==> src/hdl/fst_pkg.sv <==
// Shared types and constants for the FCFS schedule timing block.
// No dependencies; every other file refers to this package by scoped names.
package fst_pkg;

    localparam int TIME_W        = 16;  // arrival and burst width
    localparam int CLK_W         = 23;  // completion, turnaround, wait width
    localparam int SLOT_W        = 6;   // slot field width
    localparam int MAX_PROCS_DEF = 64;  // default record capacity

    typedef struct packed {
        logic [TIME_W-1:0] arrival;
        logic [TIME_W-1:0] burst;
    } t_rec;

    typedef struct packed {
        logic [CLK_W-1:0] completion;
        logic [CLK_W-1:0] turnaround;
        logic [CLK_W-1:0] wait_t;
    } t_times;

endpackage

==> src/hdl/fst_in_if.sv <==
// Request channel carrying one process record.
// Depends on fst_pkg for field widths.
interface fst_in_if;
    logic                        valid;
    logic                        ready;
    logic [fst_pkg::TIME_W-1:0]  arrive_at;
    logic [fst_pkg::TIME_W-1:0]  service_len;
    logic                        last_record;

    modport source (output valid, arrive_at, service_len, last_record, input ready);
    modport sink   (input valid, arrive_at, service_len, last_record, output ready);
endinterface

==> src/hdl/fst_out_if.sv <==
// Result channel carrying one scheduled process's timing.
// Depends on fst_pkg for field widths.
interface fst_out_if;
    logic                        valid;
    logic                        ready;
    logic [fst_pkg::SLOT_W-1:0]  slot;
    logic [fst_pkg::TIME_W-1:0]  start_arrival;
    logic [fst_pkg::CLK_W-1:0]   finish_at;
    logic [fst_pkg::CLK_W-1:0]   turnaround;
    logic [fst_pkg::CLK_W-1:0]   queue_delay;
    logic                        overflow;
    logic                        last_result;

    modport source (output valid, slot, start_arrival, finish_at, turnaround,
                    queue_delay, overflow, last_result, input ready);
    modport sink   (input valid, slot, start_arrival, finish_at, turnaround,
                    queue_delay, overflow, last_result, output ready);
endinterface

==> src/hdl/fst_ram.sv <==
// Record store: one write port, one read port with registered read data.
// Depends on fst_pkg for the record type.
module fst_ram #(
    parameter int DEPTH = fst_pkg::MAX_PROCS_DEF,
    parameter int AW    = $clog2(DEPTH)
) (
    input  logic             i_clk,
    input  logic             i_we,
    input  logic [AW-1:0]    i_waddr,
    input  fst_pkg::t_rec    i_wdata,
    input  logic [AW-1:0]    i_raddr,
    output fst_pkg::t_rec    o_rdata
);

    fst_pkg::t_rec r_mem [DEPTH];
    fst_pkg::t_rec r_rdata;

    always_ff @(posedge i_clk) begin
        if (i_we) begin
            r_mem[i_waddr] <= i_wdata;
        end
        r_rdata <= r_mem[i_raddr];
    end

    assign o_rdata = r_rdata;

endmodule

==> src/hdl/fst_calc.sv <==
// Timing arithmetic for one served process: raise clock to arrival, add burst.
// Depends on fst_pkg for widths and the t_times result group.
module fst_calc (
    input  logic [fst_pkg::CLK_W-1:0]  i_clock,
    input  fst_pkg::t_rec              i_rec,
    output fst_pkg::t_times            o_times
);

    logic [fst_pkg::CLK_W-1:0] arr_ext;
    logic [fst_pkg::CLK_W-1:0] bur_ext;
    logic [fst_pkg::CLK_W-1:0] start;

    assign arr_ext = {{(fst_pkg::CLK_W-fst_pkg::TIME_W){1'b0}}, i_rec.arrival};
    assign bur_ext = {{(fst_pkg::CLK_W-fst_pkg::TIME_W){1'b0}}, i_rec.burst};

    // Start of service: idle clock jumps forward to the arrival.
    assign start = (i_clock < arr_ext) ? arr_ext : i_clock;

    always_comb begin
        o_times.completion = start + bur_ext;
        o_times.turnaround = o_times.completion - arr_ext;
        o_times.wait_t     = start - arr_ext;
    end

endmodule

==> src/hdl/fcfs_schedule_timing.sv <==
// First-come-first-served schedule timing. Records (arrival, burst) are taken
// one request at a time and kept in arrival order by insertion: a new record
// is compared against the stored ones from the tail down with a single
// comparator, moving one record per cycle through the one-read/one-write record
// store; a record arriving with the store empty is written straight to the head.
// A record arriving with the store full is dropped and flags overflow. The
// record marked last closes the set: the block then serves the set through one
// shared timing unit, reading one record, computing its completion, turnaround
// and wait, and holding it on the result channel until it is taken. No new
// request is taken while a record is being placed or while the results of a
// set are being delivered.
// Depends on fst_pkg, fst_in_if, fst_out_if, fst_ram and fst_calc.
module fcfs_schedule_timing #(
    parameter int MAX_PROCS = fst_pkg::MAX_PROCS_DEF
) (
    input  logic       i_clk,
    input  logic       i_rst_n,
    fst_in_if.sink     i_in,
    fst_out_if.source  o_out
);

    localparam int AW = $clog2(MAX_PROCS);
    localparam int CW = $clog2(MAX_PROCS + 1);
    localparam int SW = fst_pkg::SLOT_W;

    // Sequencer codes
    localparam logic [2:0] S_IDLE  = 3'd0;  // take a request
    localparam logic [2:0] S_SCAN  = 3'd1;  // compare tail record, shift it up
    localparam logic [2:0] S_PLACE = 3'd2;  // write new record at the head
    localparam logic [2:0] S_ORD   = 3'd3;  // read record for the next result
    localparam logic [2:0] S_OCALC = 3'd4;  // compute timing, load result
    localparam logic [2:0] S_OHOLD = 3'd5;  // hold result until taken

    logic [2:0]                 r_state, n_state;
    logic [CW-1:0]              r_count, n_count;
    logic                       r_dropped, n_dropped;
    logic [AW-1:0]              r_j, n_j;        // insertion target position
    logic [AW-1:0]              r_k, n_k;        // result index
    fst_pkg::t_rec              r_new, n_new;    // record being inserted
    logic                       r_last, n_last;  // set closes after insertion
    logic [fst_pkg::CLK_W-1:0]  r_clock, n_clock;

    // Result register
    logic                       r_ovalid, n_ovalid;
    logic                       r_olast, n_olast;
    logic [fst_pkg::SLOT_W-1:0] r_slot;
    logic [fst_pkg::TIME_W-1:0] r_arr;
    fst_pkg::t_times            r_times;

    // Store ports
    logic                       mem_we;
    logic [AW-1:0]              mem_waddr;
    fst_pkg::t_rec              mem_wdata;
    logic [AW-1:0]              mem_raddr;
    fst_pkg::t_rec              mem_rdata;

    fst_pkg::t_rec              in_rec;
    fst_pkg::t_times            calc_times;
    logic                       in_fire;
    logic                       out_fire;
    logic                       load_out;
    logic                       is_last_k;

    assign in_rec.arrival = i_in.arrive_at;
    assign in_rec.burst   = i_in.service_len;
    assign i_in.ready     = (r_state == S_IDLE);
    assign in_fire        = i_in.valid && i_in.ready;
    assign out_fire       = o_out.valid && o_out.ready;
    assign load_out       = (r_state == S_OCALC);
    assign is_last_k      = (CW'(r_k) + CW'(1)) == r_count;

    fst_ram #(
        .DEPTH (MAX_PROCS),
        .AW    (AW)
    ) u_ram (
        .i_clk   (i_clk),
        .i_we    (mem_we),
        .i_waddr (mem_waddr),
        .i_wdata (mem_wdata),
        .i_raddr (mem_raddr),
        .o_rdata (mem_rdata)
    );

    fst_calc u_calc (
        .i_clock (r_clock),
        .i_rec   (mem_rdata),
        .o_times (calc_times)
    );

    always_comb begin
        n_state   = r_state;
        n_count   = r_count;
        n_dropped = r_dropped;
        n_j       = r_j;
        n_k       = r_k;
        n_new     = r_new;
        n_last    = r_last;
        n_clock   = r_clock;
        n_ovalid  = r_ovalid;
        n_olast   = r_olast;
        mem_we    = 1'b0;
        mem_waddr = r_j;
        mem_wdata = r_new;
        mem_raddr = r_k;

        unique case (r_state)
            S_IDLE: begin
                if (in_fire) begin
                    n_new  = in_rec;
                    n_last = i_in.last_record;
                    n_k    = '0;
                    priority if (r_count == CW'(MAX_PROCS)) begin
                        // Store full: drop the record, flag the set.
                        n_dropped = 1'b1;
                        if (i_in.last_record) begin
                            n_state = S_ORD;
                        end
                    end else if (r_count == '0) begin
                        // Empty store: write straight to the head.
                        mem_we    = 1'b1;
                        mem_waddr = '0;
                        mem_wdata = in_rec;
                        n_count   = CW'(1);
                        if (i_in.last_record) begin
                            n_state = S_ORD;
                        end
                    end else begin
                        // Start at the tail; fetch the last stored record.
                        n_j       = r_count[AW-1:0];
                        mem_raddr = AW'(r_count - CW'(1));
                        n_state   = S_SCAN;
                    end
                end
            end
            S_SCAN: begin
                mem_we = 1'b1;
                if (mem_rdata.arrival > r_new.arrival) begin
                    // Shift the later arrival up one place, keep scanning.
                    mem_waddr = r_j;
                    mem_wdata = mem_rdata;
                    n_j       = r_j - AW'(1);
                    mem_raddr = r_j - AW'(2);
                    if (r_j == AW'(1)) begin
                        n_state = S_PLACE;
                    end
                end else begin
                    // Equal or earlier arrival stays ahead: place here.
                    mem_waddr = r_j;
                    mem_wdata = r_new;
                    n_count   = r_count + CW'(1);
                    n_state   = r_last ? S_ORD : S_IDLE;
                end
            end
            S_PLACE: begin
                mem_we    = 1'b1;
                mem_waddr = r_j;
                mem_wdata = r_new;
                n_count   = r_count + CW'(1);
                n_state   = r_last ? S_ORD : S_IDLE;
            end
            S_ORD: begin
                mem_raddr = r_k;
                n_state   = S_OCALC;
            end
            S_OCALC: begin
                // Advance the service clock and present the result.
                n_clock  = calc_times.completion;
                n_ovalid = 1'b1;
                n_olast  = is_last_k;
                n_state  = S_OHOLD;
            end
            S_OHOLD: begin
                if (out_fire) begin
                    n_ovalid = 1'b0;
                    if (r_olast) begin
                        // Set done: clear for the next set.
                        n_count   = '0;
                        n_dropped = 1'b0;
                        n_clock   = '0;
                        n_state   = S_IDLE;
                    end else begin
                        n_k     = r_k + AW'(1);
                        n_state = S_ORD;
                    end
                end
            end
            default: begin
                n_state = S_IDLE;
            end
        endcase
    end

    always_ff @(posedge i_clk) begin
        if (!i_rst_n) begin
            r_state   <= S_IDLE;
            r_count   <= '0;
            r_dropped <= 1'b0;
            r_clock   <= '0;
            r_ovalid  <= 1'b0;
            r_olast   <= 1'b0;
            r_j       <= '0;
            r_k       <= '0;
            r_last    <= 1'b0;
        end else begin
            r_state   <= n_state;
            r_count   <= n_count;
            r_dropped <= n_dropped;
            r_clock   <= n_clock;
            r_ovalid  <= n_ovalid;
            r_olast   <= n_olast;
            r_j       <= n_j;
            r_k       <= n_k;
            r_last    <= n_last;
        end
    end

    // Result payload: no reset needed.
    always_ff @(posedge i_clk) begin
        r_new <= n_new;
        if (load_out) begin
            r_slot  <= SW'(r_k);
            r_arr   <= mem_rdata.arrival;
            r_times <= calc_times;
        end
    end

    assign o_out.valid         = r_ovalid;
    assign o_out.slot          = r_slot;
    assign o_out.start_arrival = r_arr;
    assign o_out.finish_at     = r_times.completion;
    assign o_out.turnaround    = r_times.turnaround;
    assign o_out.queue_delay   = r_times.wait_t;
    assign o_out.overflow      = r_dropped;
    assign o_out.last_result   = r_olast;

`ifndef NO_ASSERTIONS
    a_count_bound: assert property (@(posedge i_clk) disable iff (!i_rst_n)
        r_count <= CW'(MAX_PROCS))
        else $error("record count exceeds capacity");

    a_scan_pos: assert property (@(posedge i_clk) disable iff (!i_rst_n)
        (r_state == S_SCAN) |-> (r_j != '0))
        else $error("scan reached head without placement");

    a_no_overlap: assert property (@(posedge i_clk) disable iff (!i_rst_n)
        !(i_in.ready && o_out.valid))
        else $error("request taken while a result is pending");

    a_set_clear: assert property (@(posedge i_clk) disable iff (!i_rst_n)
        (out_fire && o_out.last_result) |=> (r_count == '0 && !r_dropped))
        else $error("set state not cleared after final result");

    a_next_slot: assert property (@(posedge i_clk) disable iff (!i_rst_n)
        (out_fire && !o_out.last_result) |=> (r_state == S_ORD && r_k == $past(r_k) + AW'(1)))
        else $error("result index did not advance");
`endif

endmodule

==> src/flat_wrapper.sv <==
// flat-port wrapper written by rule: the top's interface ports become plain ports
module fcfs_schedule_timing_flat 
#(
    parameter int MAX_PROCS = fst_pkg::MAX_PROCS_DEF
)
  (i_clk, i_rst_n, i_in_valid, i_in_arrive_at, i_in_service_len, i_in_last_record, i_in_ready, o_out_valid, o_out_slot, o_out_start_arrival, o_out_finish_at, o_out_turnaround, o_out_queue_delay, o_out_overflow, o_out_last_result, o_out_ready);
  fst_in_if i_in_i ();
  fst_out_if o_out_i ();
  input  logic i_clk;
  input  logic i_rst_n;
  input wire logic [$bits(i_in_i.valid)-1:0] i_in_valid;
  input wire logic [$bits(i_in_i.arrive_at)-1:0] i_in_arrive_at;
  input wire logic [$bits(i_in_i.service_len)-1:0] i_in_service_len;
  input wire logic [$bits(i_in_i.last_record)-1:0] i_in_last_record;
  output wire logic [$bits(i_in_i.ready)-1:0] i_in_ready;
  output wire logic [$bits(o_out_i.valid)-1:0] o_out_valid;
  output wire logic [$bits(o_out_i.slot)-1:0] o_out_slot;
  output wire logic [$bits(o_out_i.start_arrival)-1:0] o_out_start_arrival;
  output wire logic [$bits(o_out_i.finish_at)-1:0] o_out_finish_at;
  output wire logic [$bits(o_out_i.turnaround)-1:0] o_out_turnaround;
  output wire logic [$bits(o_out_i.queue_delay)-1:0] o_out_queue_delay;
  output wire logic [$bits(o_out_i.overflow)-1:0] o_out_overflow;
  output wire logic [$bits(o_out_i.last_result)-1:0] o_out_last_result;
  input wire logic [$bits(o_out_i.ready)-1:0] o_out_ready;
  assign i_in_i.valid = i_in_valid;
  assign i_in_i.arrive_at = i_in_arrive_at;
  assign i_in_i.service_len = i_in_service_len;
  assign i_in_i.last_record = i_in_last_record;
  assign i_in_ready = i_in_i.ready;
  assign o_out_valid = o_out_i.valid;
  assign o_out_slot = o_out_i.slot;
  assign o_out_start_arrival = o_out_i.start_arrival;
  assign o_out_finish_at = o_out_i.finish_at;
  assign o_out_turnaround = o_out_i.turnaround;
  assign o_out_queue_delay = o_out_i.queue_delay;
  assign o_out_overflow = o_out_i.overflow;
  assign o_out_last_result = o_out_i.last_result;
  assign o_out_i.ready = o_out_ready;
  fcfs_schedule_timing #(.MAX_PROCS(MAX_PROCS)) u_core (.i_clk(i_clk), .i_rst_n(i_rst_n), .i_in(i_in_i), .o_out(o_out_i));
endmodule
==> config.mk <==
export PLATFORM = sky130hd
export DESIGN_NAME = fcfs_schedule_timing_flat
export DESIGN_NICKNAME = d
export VERILOG_FILES = /design/src/hdl/fst_pkg.sv /design/src/hdl/fst_in_if.sv /design/src/hdl/fst_out_if.sv /design/src/hdl/fst_ram.sv /design/src/hdl/fst_calc.sv /design/src/hdl/fcfs_schedule_timing.sv /design/src/flat_wrapper.sv
export SDC_FILE = /design/constraint.sdc
export NUM_CORES = 2
export LEC_CHECK = 0
export BUFFER_PORTS_ARGS = -buffer_cell sky130_fd_sc_hd__clkbuf_2
export CAP_MARGIN = 20
export CELL_PAD_IN_SITES_DETAIL_PLACEMENT = 1
export CELL_PAD_IN_SITES_GLOBAL_PLACEMENT = 1
export CORE_MARGIN = 2
export CORE_UTILIZATION = 50
export DETAILED_ROUTE_END_ITERATION = 10
export PLACE_DENSITY_LB_ADDON = 0.1
export SYNTH_ARGS = -nofsm -noshare
export SYNTH_HDL_FRONTEND = slang
export SYNTH_SLANG_ARGS = --single-unit
==> constraint.sdc <==
create_clock -name i_clk -period 7.75 [get_ports i_clk]
set_input_delay 0.775 -clock i_clk [delete_from_list [all_inputs] [get_ports i_clk]]
set_output_delay 0.775 -clock i_clk [all_outputs]
set_load 0.05 [all_outputs]
Yosys cells after proc, flatten, opt, wreduce, memory -nomap -nowiden
Memories as Yosys holds them, arrays and structs flattened. A register that Yosys moved wholly into a read port is not among the register bits.
Index checks and enable logic that the tools add are counted.
Widths: inputs -> output; s select.
Cells by class
  reduce and logical (&&, ||, !) cells: 17
  magnitude comparators: 2
  muxes and demuxes: 57
  add/subtract/negate cells: 9
  equal/unequal tests: 19
Operators by type and width (count)
  $mux 32: 4
  $mux 6: 15
  $mux 23: 3
  $pmux 32 s2: 1
  $pmux 23 s2: 1
  $sub 23x16->23: 2
  $mux 7: 6
  $pmux 6 s2: 3
  $pmux 7 s4: 1
  $add 23x16->23: 1
  $lt 23x16->1: 1
  $mux 3: 7
  $pmux 3 s6: 1
  $gt 16x16->1: 1
  $ne 2x2->1 const B: 7
  $sub 6x1->6 const B: 2
  $mux 1: 10
  $reduce_and 5->1: 2
  $add 6x1->7 const B: 1
  $add 7x1->7 const B: 1
  $eq 7x7->1: 1
  $eq 7x7->1 const B: 1
  $logic_not 7->1: 1
  $reduce_and 7->1: 1
  18 further kinds: 30
Word-level totals
  input bits: 37
  output and inout port bits: 95
  register bits after elaboration: 172
  memories: 1
  bits in writable memories: 2048
  word-level logic and storage cells: 121
Memories
  u_core.u_ram.r_mem: depth 64, width 32, read ports 1, clocked after memory_dff 1, write ports 1, line fst_ram.sv:15  | fst_pkg::t_rec r_mem [DEPTH];

Logic depth before layout (Yosys ltp)
  word-level depth: 7
  depth in mapped cells: 33
  gate-level depth less buffers: 32

Cells and area by module
From an unflattened synthesis, not the netlist that was laid out.
Second synthesis, totals
  cells, all modules: 4351
  area, all modules: 89215.6 um^2
By module, submodules not included
  fst_ram: times used 1, area an instance 78512.8 um^2, seq. area each 62139.6 um^2, cells an instance 3324
  fcfs_schedule_timing: times used 1, area an instance 7439.6 um^2, seq. area each 4674.5 um^2, cells an instance 605
  fst_calc: times used 1, area an instance 3263.1 um^2, seq. area each 0.0 um^2, cells an instance 422

Least setup slack after synthesis
Ideal clock, no wire load.
  path kind: register to register
  start: register u_core.u_ram.o_rdata[17] (netlist name)
  end: register u_core.r_times, in the netlist u_core.o_out.turnaround[22] (data pin)
  path slack: 1.089 ns
  library setup time: 0.267 ns
  period minus slack after synthesis: 6.661 ns
  arrival: 6.395 ns
  required time: 7.483 ns
  buffers on the path: 1
  cell stages (with the launch flop): 34
  cells stage by stage: dfxtp_1 inv_1 ha_1 a21o_1 a21o_1 a21o_1 a21o_1 a21o_1 a2111oi_0 o21bai_1 a21oi_1 buf_2 mux2_2 ha_1 inv_1 fa_1 nor2b_1 o21ai_0 nand2_1 and3_1 o21ai_0 nand2b_1 a21oi_1 xnor2_1 ha_1 nand2_1 a21oi_1 a41oi_1 a211o_1 o21a_1 o21ai_0 nor3_1 nor3b_1 xor2_1
RTL lines
  to (signal assigned): line fcfs_schedule_timing.sv:223  | r_times <= calc_times;
  to (decl): line fcfs_schedule_timing.sv:48  | fst_pkg::t_times r_times;

==> flow_metrics.env <==
export IMPL_clk_latency_ns=0.88
export IMPL_synth_xor_area_share=0.00728
export IMPL_syn_area_per_cell_sq_um=14.0
export IMPL_path_max_fanout=6
export IMPL_fin_crit_sh=0.927
export IMPL_synth_seq_cells=2252
export IMPL_stdcell_area_sq_um=103000
export IMPL_critPathLaunchType="register"
export IMPL_grt_ovfl_total=0
export IMPL_drc=0
export IMPL_clock_fmax_ghz=0.139
export IMPL_final_min_clock_period_ns=7.19
export IMPL_report_final_slew_viol_count=0
export IMPL_power_leakage_nw=36.0
export IMPL_post_place_ws_ns=0.528
export IMPL_dp_hpwl_um=163000
export IMPL_detail_route_antenna_nets=0
export IMPL_drt_iter0_drc=6958
export IMPL_drtPass1Iterations=6
export IMPL_power_density_nw_per_um2=448
export IMPL_cp_data_required_time_ns=8.36
export IMPL_syn_area_sq_um=91500
export IMPL_muxShareOfSynthArea=0.0611
export IMPL_synth_adder_area_share=0.0124
export IMPL_grt_pass1_vias=59095
export IMPL_final_layout_size_suffix_gt1_frac=0.115
export IMPL_grt_pass1_wl_um=410000
export IMPL_io_buffers=131
export IMPL_grtUsageTotal=0.304
export IMPL_critPathCaptureType="register"
export IMPL_worstPathArrival_ns=7.80
export IMPL_rsz0062_at_grt="false"
export IMPL_gp_congestion=0.849
export IMPL_cts_resized=0
export IMPL_cts_max_path_buffers=3
export IMPL_synthTopCellsByArea="edfxtp_1 (71%), mux2i_1 (5.9%), nand2_1 (5.6%)"
export IMPL_final_core_util=0.569
export IMPL_synth_edff_count=2171
export IMPL_fin_nets=6852
export IMPL_synthArstFlopShare=0
export IMPL_crit_top_cell="a21o_1"
export IMPL_drt_wirelength_per_cell_um=30.7
export IMPL_start_util=0.504
export IMPL_clock_sinks=2252
export IMPL_fp_row_count=156
export IMPL_fin_hold_ws_ns=0.0948
export IMPL_ios=132
export IMPL_wl_um=286000
export IMPL_syn_num_nets=6668
export IMPL_fin_setup_tns_ns=0
export IMPL_yosysUniqueCellTypes=77
export IMPL_dieWidth_um=432
export IMPL_critPathKind="register to register"
export IMPL_skew_ns=0.0327
export IMPL_hold_viol_final=0
export IMPL_num_vias=58282
export IMPL_via_per_inst=6.25
export IMPL_dieArea_sq_um=186000
export IMPL_netlist_instances=6542
export IMPL_drv_cap=0
export IMPL_yosysWarnings=0
export IMPL_synth_top_area_frac=0.713
export IMPL_vdd_ir_drop_worst_v=0.000536
export IMPL_worst_slack_ns=0.562
export IMPL_hp_class="input port to register"
export IMPL_synth_compound_area_frac=0.0471
export IMPL_synth_simple_gate_area_frac=0.121
export IMPL_cts_max_level=4
export IMPL_tightestPinTransition_ns=1.19
export IMPL_synth_top_family_by_area="simple AND/OR/NAND/NOR gates"
export IMPL_die_y_um=432
export IMPL_maxSlewHeadroom=0.198
export IMPL_cts_root_buf="clkbuf_16"
export IMPL_dpl_cell_area_sq_um=95900
export IMPL_outcome="complete, no violations"
export IMPL_final_setup_viol_count=0
export IMPL_max_stage_delay_ns=0.65
export IMPL_antenna_found_initial=34
export IMPL_area_growth_pct=12.7
export IMPL_core_area_sq_um=181000
export IMPL_ys_seq_area_frac=0.731
export IMPL_synth_main_ff_cell="edfxtp_1"
export IMPL_cts_hold_buffers_added=0
export IMPL_cts_tree="done"
export IMPL_grt_max_degree=142
export IMPL_clk_pin_slew_ns=0.06
export IMPL_cts_setup_buffers=0
export IMPL_cts_buffers_inserted=228
export IMPL_crit_slowest_cell="o41ai_1"
export IMPL_fillers=17275
export IMPL_synth_area_leader_cell="edfxtp_1"
-- kinds of logic (layout without fill, tap and decap cells) --
group	Yosys count	after routing
buffers and inverters	437	808
muxes	555	555
other	0	37
adders and majority gates	89	89
DFF	2252	2252
AOI/OAI and AO/OA	630	630
xor gates and xnor gates	76	76
and+or+nand+nor	2503	2503
-- registers in the layout (all words and copies together) (netlist names) --
name and flops:
u_core.o_out.slot 6, u_core.o_out.overflow 1, u_core.r_state 3, u_core.o_out.turnaround 23, u_core.r_new 32, u_core.u_ram.r_mem 2048
u_core.r_j 6, u_core.o_out.last_result 1, u_core.r_clock 23, u_core.r_count 7, u_core.o_out.start_arrival 16, u_core.o_out.finish_at 23
u_core.u_ram.o_rdata 32, u_core.r_k 6, u_core.r_last 1, u_core.o_out.queue_delay 23, u_core.o_out.valid 1
-- worst max-delay path, delay by kind of cell, from the launching register on --
kind / cells / cell delay (ns)
flip-flops: 1 / 0.34
XOR/XNOR: 2 / 0.26
AND/OR/NAND/NOR: 5 / 0.77
buffers and inverters: 2 / 0.23
adder cells (fa/ha/maj): 4 / 0.97
AO/OA/AOI/OAI: 15 / 3.95
multiplexers: 1 / 0.39
-- per-layer routing --
layer / track usage / part of all wire / up-vias
met5: 0 / 0.00014 / -
met4: 0.119 / 0.037 / 6
met3: 0.0454 / 0.080 / 439
met2: 0.467 / 0.46 / 2493
met1: 0.440 / 0.43 / 30410
li1: - / - / 24934
-- where the power goes --
group	leakage, nW	internal [mW]	switching [mW]
registers	20.3	16.6	0.294
logic	12.2	4.98	13.7
clock network	3.46	5.99	4.63
total	36.0	27.6	18.6
-- worst paths after layout --
| check | slack (ns) | depth (start not counted) | end | start |
|---|---|---|---|---|
| worst max register to register | 0.56 | 29 | u_core.o_out.turnaround[21]$_DFFE_PP_ | u_core.u_ram.o_rdata[17]$_DFF_P_ |
| worst min-delay path | 0.09 | 1 | u_core.r_new[9]$_DFFE_PP_ | i_in_service_len[9] |
| worst max-delay path | 0.56 | 29 | u_core.o_out.turnaround[21]$_DFFE_PP_ | u_core.u_ram.o_rdata[17]$_DFF_P_ |
| worst min register to register | 0.51 | 0 | u_core.o_out.start_arrival[3]$_DFFE_PP_ | u_core.u_ram.o_rdata[19]$_DFF_P_ |
-- cell usage after synthesis (all sizes together), types with 64 or more instances --
cell       n
buf      161
ha        86
clkbuf   212
inv       64
nand2   1370
mux2i    537
o21ai     74
nand3    694
dfxtp     81
a21oi    157
edfxtp  2171
nor2     146
o22ai     64
-- per-stage QoR --
stage                     std cells  power (mW)
after global placement         8865        34.9
after floorplan                6542        27.7
after global routing           9310        48.0
final                          9320        46.2
after CTS                      9282        46.1
after detailed placement       8865        35.5
-- final cells by class --
type	count	area, sq um	area share
flip-flops and latches	2252	66800	0.648
multi-input cells	3853	23500	0.228
clock buffers	315	6280	0.0609
well taps	2370	2970	0.0288
repair buffers	327	2350	0.0228
clock inverters	102	827	0.00802
inverters	64	243	0.00235
diodes	37	92.6	0.000898
-- cells in the final DEF, fill, tap and decap left out, drive strengths merged, types with 15 or more instances in the layout --
cell	n
or3	17
a21oi	157
and3	48
a221o	29
nand3	694
o21ai	74
ha	86
a32oi	16
mux2i	537
dfxtp	81
inv	72
nor4	27
nor3	52
xor2	19
nand4bb	20
nand4	38
clkbuf	446
a21o	20
nand2	1370
nor2	146
xnor2	57
clkinv	76
mux2	17
diode	37
and2	15
buf	196
o2111ai	61
a22oi	30
a221oi	21
nor2b	46
a31oi	50
edfxtp	2171
o22ai	64
o211ai	38
(Power assumes the default switching activity.)
